<file path="src/bra_pkg.sv">
// Shared types and constants for the bitmap range allocator.
package bra_pkg;

    localparam int BITS      = 1024;
    localparam int WORD_BITS = 32;
    localparam int NUM_WORDS = BITS / WORD_BITS;
    localparam int WIDX_W    = $clog2(NUM_WORDS);
    localparam int BIDX_W    = $clog2(WORD_BITS);
    localparam int IDX_W     = 11;
    localparam int JIDX_W    = BIDX_W + 1;

    localparam logic [IDX_W-1:0] SIZE_MAX = IDX_W'(BITS);

    localparam logic [1:0] CMD_WRITE    = 2'd0;
    localparam logic [1:0] CMD_CONTAINS = 2'd1;
    localparam logic [1:0] CMD_SCAN     = 2'd2;

    typedef enum logic [1:0] {
        ST_IDLE,
        ST_RANGE,
        ST_SCAN,
        ST_DONE
    } state_t;

    typedef struct packed {
        logic [1:0]       cmd;
        logic [IDX_W-1:0] start_req;
        logic [IDX_W-1:0] count;
        logic             value;
    } req_t;

    typedef struct packed {
        logic             hit;
        logic [IDX_W-1:0] position;
        logic             error;
    } rsp_t;

    // Operands of the shared word unit.
    typedef struct packed {
        logic [WORD_BITS-1:0] word;
        logic [WIDX_W-1:0]    widx;
        logic [IDX_W-1:0]     lo;
        logic [IDX_W-1:0]     hi;
        logic [IDX_W-1:0]     size;
        logic [BIDX_W-1:0]    bpos;
        logic                 value;
    } word_op_t;

    // Results of the shared word unit.
    typedef struct packed {
        logic [WORD_BITS-1:0] new_word;
        logic                 any_match;
        logic [JIDX_W-1:0]    next_miss;
    } word_res_t;

endpackage

</file>
<file path="src/bitmap_range_allocator.sv">
// Bitmap range allocator top level: request sequencer, bitmap store, result register.
// Write/contains walk the words that the range spans; scan steps word by word and past each
// mismatching bit until a run is found or the size is reached. Errors and zero-length requests
// go straight to the result state. One request at a time: req_ready is low while the sequencer
// works, so a new request is taken only once the last result has entered the output register.
// Reset clears every bitmap bit at once and sets size_reg to 1024.
module bitmap_range_allocator (
    input  logic                        clk,
    input  logic                        rst_n,
    input  logic                        req_valid,
    output logic                        req_ready,
    input  bra_pkg::req_t               req,
    output logic                        rsp_valid,
    input  logic                        rsp_ready,
    output bra_pkg::rsp_t               rsp,
    input  logic                        cfg_valid,
    output logic                        cfg_ready,
    input  logic [bra_pkg::IDX_W-1:0]   cfg_data
);

    // Bitmap words, each read by the word unit at the walk index.
    logic [bra_pkg::WORD_BITS-1:0] bitmap_reg [bra_pkg::NUM_WORDS];

    bra_pkg::state_t state_reg, state_next;

    logic [bra_pkg::IDX_W-1:0]  size_reg;
    logic [bra_pkg::IDX_W-1:0]  size_eff;

    // Latched request.
    logic [1:0]                 cmd_reg, cmd_next;
    logic [bra_pkg::IDX_W-1:0]  lo_reg, lo_next;
    logic [bra_pkg::IDX_W-1:0]  hi_reg, hi_next;
    logic [bra_pkg::IDX_W-1:0]  cnt_reg, cnt_next;
    logic                       val_reg, val_next;

    // Walk position: word, bit within word, current run length.
    logic [bra_pkg::WIDX_W-1:0] w_reg, w_next;
    logic [bra_pkg::BIDX_W-1:0] p_reg, p_next;
    logic [bra_pkg::IDX_W-1:0]  run_reg, run_next;

    // Result being built, and the output register.
    logic                       hit_reg, hit_next;
    logic [bra_pkg::IDX_W-1:0]  pos_reg, pos_next;
    logic                       err_reg, err_next;
    logic                       rsp_valid_reg, rsp_valid_next;
    bra_pkg::rsp_t              rsp_reg, rsp_next;

    logic                       wr_en;
    logic                       accept;

    bra_pkg::word_op_t          wop;
    bra_pkg::word_res_t         wres;

    // Scan arithmetic.
    logic [bra_pkg::IDX_W:0]    req_end;
    logic [bra_pkg::IDX_W:0]    avail;
    logic [bra_pkg::IDX_W-1:0]  wbase;
    logic [bra_pkg::IDX_W-1:0]  nxt_idx;
    logic [bra_pkg::IDX_W-1:0]  last_idx;
    logic [bra_pkg::JIDX_W-1:0] step;

    assign size_eff  = (size_reg > bra_pkg::SIZE_MAX) ? bra_pkg::SIZE_MAX : size_reg;
    assign req_ready = (state_reg == bra_pkg::ST_IDLE);
    assign cfg_ready = 1'b1;
    assign accept    = req_valid && req_ready;
    assign rsp_valid = rsp_valid_reg;
    assign rsp       = rsp_reg;

    assign req_end   = {1'b0, req.start_req} + {1'b0, req.count};

    // One shared word unit serves range writes, contains tests and scan steps.
    assign wop.word  = bitmap_reg[w_reg];
    assign wop.widx  = w_reg;
    assign wop.lo    = lo_reg;
    assign wop.hi    = hi_reg;
    assign wop.size  = size_eff;
    assign wop.bpos  = p_reg;
    assign wop.value = val_reg;

    bra_word_unit u_word (
        .op  (wop),
        .res (wres)
    );

    // avail: run length if every bit from p up to the next mismatch matches.
    assign avail    = {1'b0, run_reg} + (bra_pkg::IDX_W+1)'(wres.next_miss)
                    - (bra_pkg::IDX_W+1)'(p_reg);
    assign wbase    = {1'b0, w_reg, {bra_pkg::BIDX_W{1'b0}}};
    assign step     = wres.next_miss[bra_pkg::BIDX_W]
                    ? bra_pkg::JIDX_W'(bra_pkg::WORD_BITS)
                    : wres.next_miss + bra_pkg::JIDX_W'(1);
    assign nxt_idx  = wbase + bra_pkg::IDX_W'(step);
    assign last_idx = hi_reg - bra_pkg::IDX_W'(1);

    always_comb
    begin
        state_next     = state_reg;
        cmd_next       = cmd_reg;
        lo_next        = lo_reg;
        hi_next        = hi_reg;
        cnt_next       = cnt_reg;
        val_next       = val_reg;
        w_next         = w_reg;
        p_next         = p_reg;
        run_next       = run_reg;
        hit_next       = hit_reg;
        pos_next       = pos_reg;
        err_next       = err_reg;
        rsp_next       = rsp_reg;
        rsp_valid_next = rsp_valid_reg && !rsp_ready;
        wr_en          = 1'b0;

        case (state_reg)
            bra_pkg::ST_IDLE:
            begin
                if (accept) begin
                    cmd_next = req.cmd;
                    lo_next  = req.start_req;
                    hi_next  = req_end[bra_pkg::IDX_W-1:0];
                    cnt_next = req.count;
                    val_next = req.value;
                    w_next   = req.start_req[bra_pkg::BIDX_W +: bra_pkg::WIDX_W];
                    p_next   = req.start_req[bra_pkg::BIDX_W-1:0];
                    run_next = '0;
                    hit_next = 1'b0;
                    pos_next = '0;
                    err_next = 1'b0;
                    // Same bound for all three kinds: start + count within the size.
                    if (!(req.cmd inside {bra_pkg::CMD_WRITE, bra_pkg::CMD_CONTAINS,
                                          bra_pkg::CMD_SCAN})) begin
                        err_next   = 1'b1;
                        state_next = bra_pkg::ST_DONE;
                    end
                    else if (req_end > {1'b0, size_eff}) begin
                        err_next   = 1'b1;
                        state_next = bra_pkg::ST_DONE;
                    end
                    else if (req.count == '0) begin
                        if (req.cmd == bra_pkg::CMD_SCAN) begin
                            hit_next = 1'b1;
                            pos_next = req.start_req;
                        end
                        state_next = bra_pkg::ST_DONE;
                    end
                    else if (req.cmd == bra_pkg::CMD_SCAN) begin
                        state_next = bra_pkg::ST_SCAN;
                    end
                    else begin
                        state_next = bra_pkg::ST_RANGE;
                    end
                end
            end

            bra_pkg::ST_RANGE:
            begin
                if (cmd_reg == bra_pkg::CMD_WRITE) begin
                    wr_en = 1'b1;
                end
                else if (wres.any_match) begin
                    hit_next = 1'b1;
                end
                if (w_reg == last_idx[bra_pkg::BIDX_W +: bra_pkg::WIDX_W]) begin
                    state_next = bra_pkg::ST_DONE;
                end
                else begin
                    w_next = w_reg + bra_pkg::WIDX_W'(1);
                end
            end

            bra_pkg::ST_SCAN:
            begin
                if (avail >= {1'b0, cnt_reg}) begin
                    hit_next   = 1'b1;
                    pos_next   = (wbase | bra_pkg::IDX_W'(p_reg)) - run_reg;
                    state_next = bra_pkg::ST_DONE;
                end
                else if (nxt_idx >= size_eff) begin
                    err_next   = 1'b1;
                    state_next = bra_pkg::ST_DONE;
                end
                else begin
                    w_next = nxt_idx[bra_pkg::BIDX_W +: bra_pkg::WIDX_W];
                    p_next = nxt_idx[bra_pkg::BIDX_W-1:0];
                    if (wres.next_miss[bra_pkg::BIDX_W]) begin
                        run_next = avail[bra_pkg::IDX_W-1:0];
                    end
                    else begin
                        run_next = '0;
                    end
                end
            end

            bra_pkg::ST_DONE:
            begin
                if (!rsp_valid_reg || rsp_ready) begin
                    rsp_next.hit      = hit_reg;
                    rsp_next.position = pos_reg;
                    rsp_next.error    = err_reg;
                    rsp_valid_next    = 1'b1;
                    state_next        = bra_pkg::ST_IDLE;
                end
            end

            default:
            begin
                state_next = bra_pkg::ST_IDLE;
            end
        endcase
    end

    always_ff @(posedge clk or negedge rst_n)
    begin
        if (!rst_n) begin
            state_reg     <= bra_pkg::ST_IDLE;
            rsp_valid_reg <= 1'b0;
            size_reg      <= bra_pkg::SIZE_MAX;
        end
        else begin
            state_reg     <= state_next;
            rsp_valid_reg <= rsp_valid_next;
            if (cfg_valid && cfg_ready) begin
                size_reg <= cfg_data;
            end
        end
    end

    always_ff @(posedge clk)
    begin
        cmd_reg <= cmd_next;
        lo_reg  <= lo_next;
        hi_reg  <= hi_next;
        cnt_reg <= cnt_next;
        val_reg <= val_next;
        w_reg   <= w_next;
        p_reg   <= p_next;
        run_reg <= run_next;
        hit_reg <= hit_next;
        pos_reg <= pos_next;
        err_reg <= err_next;
        rsp_reg <= rsp_next;
    end

    // Bitmap: cleared by reset, one word merged per write beat of the walk.
    always_ff @(posedge clk or negedge rst_n)
    begin
        if (!rst_n) begin
            for (int i = 0; i < bra_pkg::NUM_WORDS; i++) begin
                bitmap_reg[i] <= '0;
            end
        end
        else if (wr_en) begin
            bitmap_reg[w_reg] <= wres.new_word;
        end
    end

    // A result never claims both a hit and an error.
    a_hit_err_excl: assert property (@(posedge clk) disable iff (!rst_n)
        rsp_valid |-> !(rsp.hit && rsp.error))
        else $error("result with both hit and error");

    // Only a successful scan reports a nonzero position.
    a_pos_needs_hit: assert property (@(posedge clk) disable iff (!rst_n)
        (rsp_valid && rsp.position != '0) |-> rsp.hit)
        else $error("position set without hit");

    // While scanning, the open run is always shorter than the run sought.
    a_run_below_cnt: assert property (@(posedge clk) disable iff (!rst_n)
        (state_reg == bra_pkg::ST_SCAN) |-> (run_reg < cnt_reg))
        else $error("scan run reached count without finishing");

    // The bitmap is only written by a write request walk.
    a_write_only_range: assert property (@(posedge clk) disable iff (!rst_n)
        wr_en |-> (state_reg == bra_pkg::ST_RANGE && cmd_reg == bra_pkg::CMD_WRITE))
        else $error("bitmap written outside a range write");

endmodule

</file>
<file path="src/bra_word_unit.sv">
// Per-word mask, write merge, match test and next-mismatch search.
module bra_word_unit (
    input  bra_pkg::word_op_t  op,
    output bra_pkg::word_res_t res
);

    // Bits of word widx whose absolute index is below limit.
    function automatic logic [bra_pkg::WORD_BITS-1:0] below_mask(
        input logic [bra_pkg::IDX_W-1:0]  limit,
        input logic [bra_pkg::WIDX_W-1:0] widx
    );
        logic [bra_pkg::IDX_W-bra_pkg::BIDX_W-1:0] lw;
        logic [bra_pkg::WORD_BITS-1:0]             m;
        lw = limit[bra_pkg::IDX_W-1:bra_pkg::BIDX_W];
        if (lw > (bra_pkg::IDX_W-bra_pkg::BIDX_W)'(widx)) begin
            m = '1;
        end
        else if (lw == (bra_pkg::IDX_W-bra_pkg::BIDX_W)'(widx)) begin
            m = ~({bra_pkg::WORD_BITS{1'b1}} << limit[bra_pkg::BIDX_W-1:0]);
        end
        else begin
            m = '0;
        end
        return m;
    endfunction

    logic [bra_pkg::WORD_BITS-1:0]  range_mask;
    logic [bra_pkg::WORD_BITS-1:0]  eq_bits;
    logic [bra_pkg::WORD_BITS-1:0]  miss_bits;
    logic [bra_pkg::JIDX_W-1:0]     first_miss;

    assign range_mask = below_mask(op.hi, op.widx) & ~below_mask(op.lo, op.widx);
    assign eq_bits    = ~(op.word ^ {bra_pkg::WORD_BITS{op.value}});

    // Mismatches at or above bpos; bits past the size count as mismatches.
    assign miss_bits  = (~eq_bits | ~below_mask(op.size, op.widx))
                      & ({bra_pkg::WORD_BITS{1'b1}} << op.bpos);

    always_comb
    begin
        first_miss = bra_pkg::JIDX_W'(bra_pkg::WORD_BITS);
        for (int k = bra_pkg::WORD_BITS - 1; k >= 0; k--) begin
            if (miss_bits[k]) begin
                first_miss = bra_pkg::JIDX_W'(k);
            end
        end
    end

    assign res.new_word  = op.value ? (op.word | range_mask) : (op.word & ~range_mask);
    assign res.any_match = |(eq_bits & range_mask);
    assign res.next_miss = first_miss;

endmodule
</file>
<file path="config.mk">
export PLATFORM = sky130hd
export DESIGN_NAME = bitmap_range_allocator
export DESIGN_NICKNAME = d
export VERILOG_FILES = /design/src/bra_pkg.sv /design/src/bitmap_range_allocator.sv /design/src/bra_word_unit.sv
export SDC_FILE = /design/constraint.sdc
export NUM_CORES = 2
export LEC_CHECK = 0
export ABC_AREA = 1
export BUFFER_PORTS_ARGS = -buffer_cell sky130_fd_sc_hd__buf_4
export CAP_MARGIN = 0
export CELL_PAD_IN_SITES_DETAIL_PLACEMENT = 2
export CELL_PAD_IN_SITES_GLOBAL_PLACEMENT = 2
export CORE_ASPECT_RATIO = 0.7
export CORE_MARGIN = 4
export CORE_UTILIZATION = 42
export CTS_CLUSTER_DIAMETER = 100
export DETAILED_ROUTE_END_ITERATION = 8
export PLACE_DENSITY_LB_ADDON = 0.1
export SLEW_MARGIN = 20
export SYNTH_ARGS = -nofsm -noshare
export SYNTH_HDL_FRONTEND = slang
export SYNTH_HIERARCHICAL = 1
export SYNTH_SLANG_ARGS = --single-unit
</file>
<file path="constraint.sdc">
create_clock -name clk -period 10.9 [get_ports clk]
set_input_delay 0.545 -clock clk [delete_from_list [all_inputs] [get_ports clk]]
set_output_delay 0.545 -clock clk [all_outputs]
set_load 0.02 [all_outputs]
</file>
==> results.tsv <==
metric	value	unit
critPathMaxStageDelay	0.78	ns
cpMaxStageDelayCell	a2111oi_0	
remaining_drc_errors	0	
seq_area_frac_synth	0.518	
grtUsageTotal	0.346	
critPathLaunchType	register	
setup_slack	0.977	ns
yosys.area_share.simple	0.125	
synthMuxAreaShare	0	
row_count	110	
p_int	0.0107	W
die_y	311	microns
vias	51241	
fin_worst_skew	0.0462	ns
maxSlewViolCount	0	
drt-total-wl	240000	microns
status	finished, final reports clean	
core	129000	sq um
drv_cap	0	
synth_seq_cells	1121	
clk-insertion-delay-late	0.78	ns
area_delta_synth_final	11.0	%
yosys.area.top_type_share	0.472	
dpl_worst_slack	1.37	ns
worstPathRequired	11.32	ns
hold_path.class	input pin to register	
syn_avg_cell_area	8.17	sq um
io_buffers	55	
yosysWarnings	6	
cts_hold_repair.buffers	27	
setup-violations-final	0	
powerDensity	351	nW/um^2
cts_buffers	117	
grt_pass1_wl	361000	microns
synthArstFlopShare	0.926	
drive_above_1_share	0.0630	
synth_flop_cell	dfrtp_1	
largest_reg_flops	1024	
seq_power_share	0.288	
cp_common_cell	nand2_1	
end_kind	register	
synth.distinct_cells	65	
dieWidth	440	microns
fin_crit	9.92	ns
place.detailed.hpwl	145000	microns
p_clk_frac	0.191	
cts_tree	yes	
vdd_drop_max	0.237	mV
netSwitchingFraction	0.503	
critPathMaxFanout	93	
grt_pass1_vias	54927	
fillCellCount	14153	
io_pins	57	
cts_setup_buffers	0	
p_sw	0.0108	W
cts_resized	0	
fin_nets	6729	
synth_area_leaders	dfrtp_1 47%, o21ai_0 11%, a21oi_1 10%, nand2_1 6.6%, nor2_1 4.6%	
syn_area	55000	sq um
max_freq	0.101	GHz
synth_compound_area_frac	0.241	
rsz0062_at_grt	false	
synth_top_family_by_area	compound AO/OA/AOI/OAI gates	
grt_max_degree	161	
antenna_found_initial	10	
synth_enable_flop_cells	83	
h-tree-depth	3	
setup_tns	0	ns
hold_slack	0.0405	ns
drtIter0Drc	4502	
synthXorXnorAreaFrac	0.00876	
final-hold-violation-count	0	
synthAdderAreaFrac	0.0248	
wl_per_cell	28.5	microns
dpl_cell_area	56900	sq um
worstPathArrival	10.35	ns
cp.buffers_inverters	9	
path_delay_family	simple AND/OR/NAND/NOR gates	
p_comb_frac	0.521	
dieArea	137000	sq um
first_pass_iters	6	
design_area	61100	sq um
critical_path_class	register to register	
clkTransAtPathRegs	0.07	ns
clock-sinks	1121	
viasPerCell	6.09	
synth_nets	6878	
tightest_slew	1.26	ns
initial_core_util	0.425	
yosysTopAreaCell	dfrtp_1	
postSynthCellCount	6732	
gp_congestion	0.943	
clockBufferDepth	3	
fin_crit_sh	0.910	
overflow	0	
drtAntennaViolNets	0	
final_common_cell	o21ai_0	
final_cell_mix	1,184 x o21ai_0, 1,103 x a21oi_1, 1,037 x dfrtp_1	
p_leak	26.8	nW
cts_root_buffer	clkbuf_16	
relSlewSlack	0.158	
-- through the flow --
| step | power [W] | instances | util |
|---|---|---|---|
| 3_3_place_gp | 0.0163 | 8171 | 0.441 |
| 6_report | 0.0215 | 8411 | 0.472 |
| 4_1_cts | 0.0211 | 8403 | 0.472 |
| 5_1_grt | 0.0227 | 8406 | 0.472 |
| 3_5_place_dp | 0.0168 | 8171 | 0.441 |
| 2_1_floorplan | 0.0125 | 6732 | - |
-- worst reg2reg max path, delay by kind of cell, from the launching register on --
kind / cells / cell delay (ns)
compound gates: 7 / 1.82
xor+xnor: 1 / 0.35
fa+ha+maj: 3 / 1.03
buf+inv: 9 / 2.26
flops: 1 / 0.71
simple gates: 19 / 3.42
-- area by class of cell --
| class | instances | area [sq um] | share of cell area |
|---|---|---|---|
| Sequential cell | 1121 | 28500 | 0.466 |
| Multi-Input combinational cell | 4456 | 22200 | 0.363 |
| Timing Repair Buffer | 212 | 1910 | 0.0312 |
| Antenna cell | 6 | 15.0 | 0.000246 |
| Clock inverter | 21 | 246 | 0.00404 |
| Clock buffer | 184 | 3520 | 0.0577 |
| Tap cell | 1736 | 2170 | 0.0356 |
| Inverter | 675 | 2550 | 0.0417 |
-- synthesized netlist by cell type, types with 7 or more instances --
master and n:
a31oi_1 10, a211oi_1 8, nand4_1 14, nor3_1 9
clkinv_1 34, o31ai_1 7, a2111oi_0 61, o21ai_1 39
buf_2 140, nor2_2 21, xnor2_1 27, inv_2 12
clkbuf_1 299, a21oi_1 1104, inv_1 629, fa_1 7
o211ai_1 8, buf_1 37, o21ai_0 1200, o22ai_1 48
nand3_1 47, nor2_4 7, edfxtp_1 83, dfrtp_1 1037
xor2_1 28, a221oi_1 7, nor2_1 672, nand2_1 964
nor4_1 8, ha_1 98, o2111ai_1 7
-- final timing paths --
check / slack (ns) / from / cells after the start / to
worst min-delay path: 0.04 / cfg_data[10] / 3 / size_reg[10]$_DFFE_PN1P_
worst min register to register: 0.44 / pos_reg[3]$_DFFE_PP_ / 0 / rsp[4]$_DFFE_PP_
worst max-delay path: 0.98 / w_reg[0]$_DFFE_PP_ / 39 / p_reg[3]$_DFFE_PP_
worst max register to register: 0.98 / w_reg[0]$_DFFE_PP_ / 39 / p_reg[3]$_DFFE_PP_
max in group asynchronous: 7.91 / rst_n / 5 / bitmap_reg[298]$_DFFE_PN0P_
min in group asynchronous: 0.41 / rst_n / 2 / bitmap_reg[363]$_DFFE_PN0P_
-- power groups by stage --
stage	Sequential, W	Clock, W	Combinational, W
2_1_floorplan	0.00598	0	0.00651
3_3_place_gp	0.00614	0	0.0101
3_5_place_dp	0.00622	0	0.0106
4_1_cts	0.00617	0.00413	0.0108
5_1_grt	0.00631	0.00432	0.0121
6_report	0.00619	0.00409	0.0112
-- logic make-up after synthesis --
group / Yosys count
XOR/XNOR: 55
adder cells (fa/ha/maj): 105
buffers and inverters: 1155
flip-flops: 1121
other: 1
AO/OA/AOI/OAI: 2537
AND/OR/NAND/NOR: 1758
-- per-layer routing --
metal / wire length [microns] / global-route usage
met3: 14600 / 0.0550
met1: 109000 / 0.495
met2: 109000 / 0.543
met5: 26 / 0
met4: 7210 / 0.0990
No activity file was read; power rests on OpenSTA's default activity.
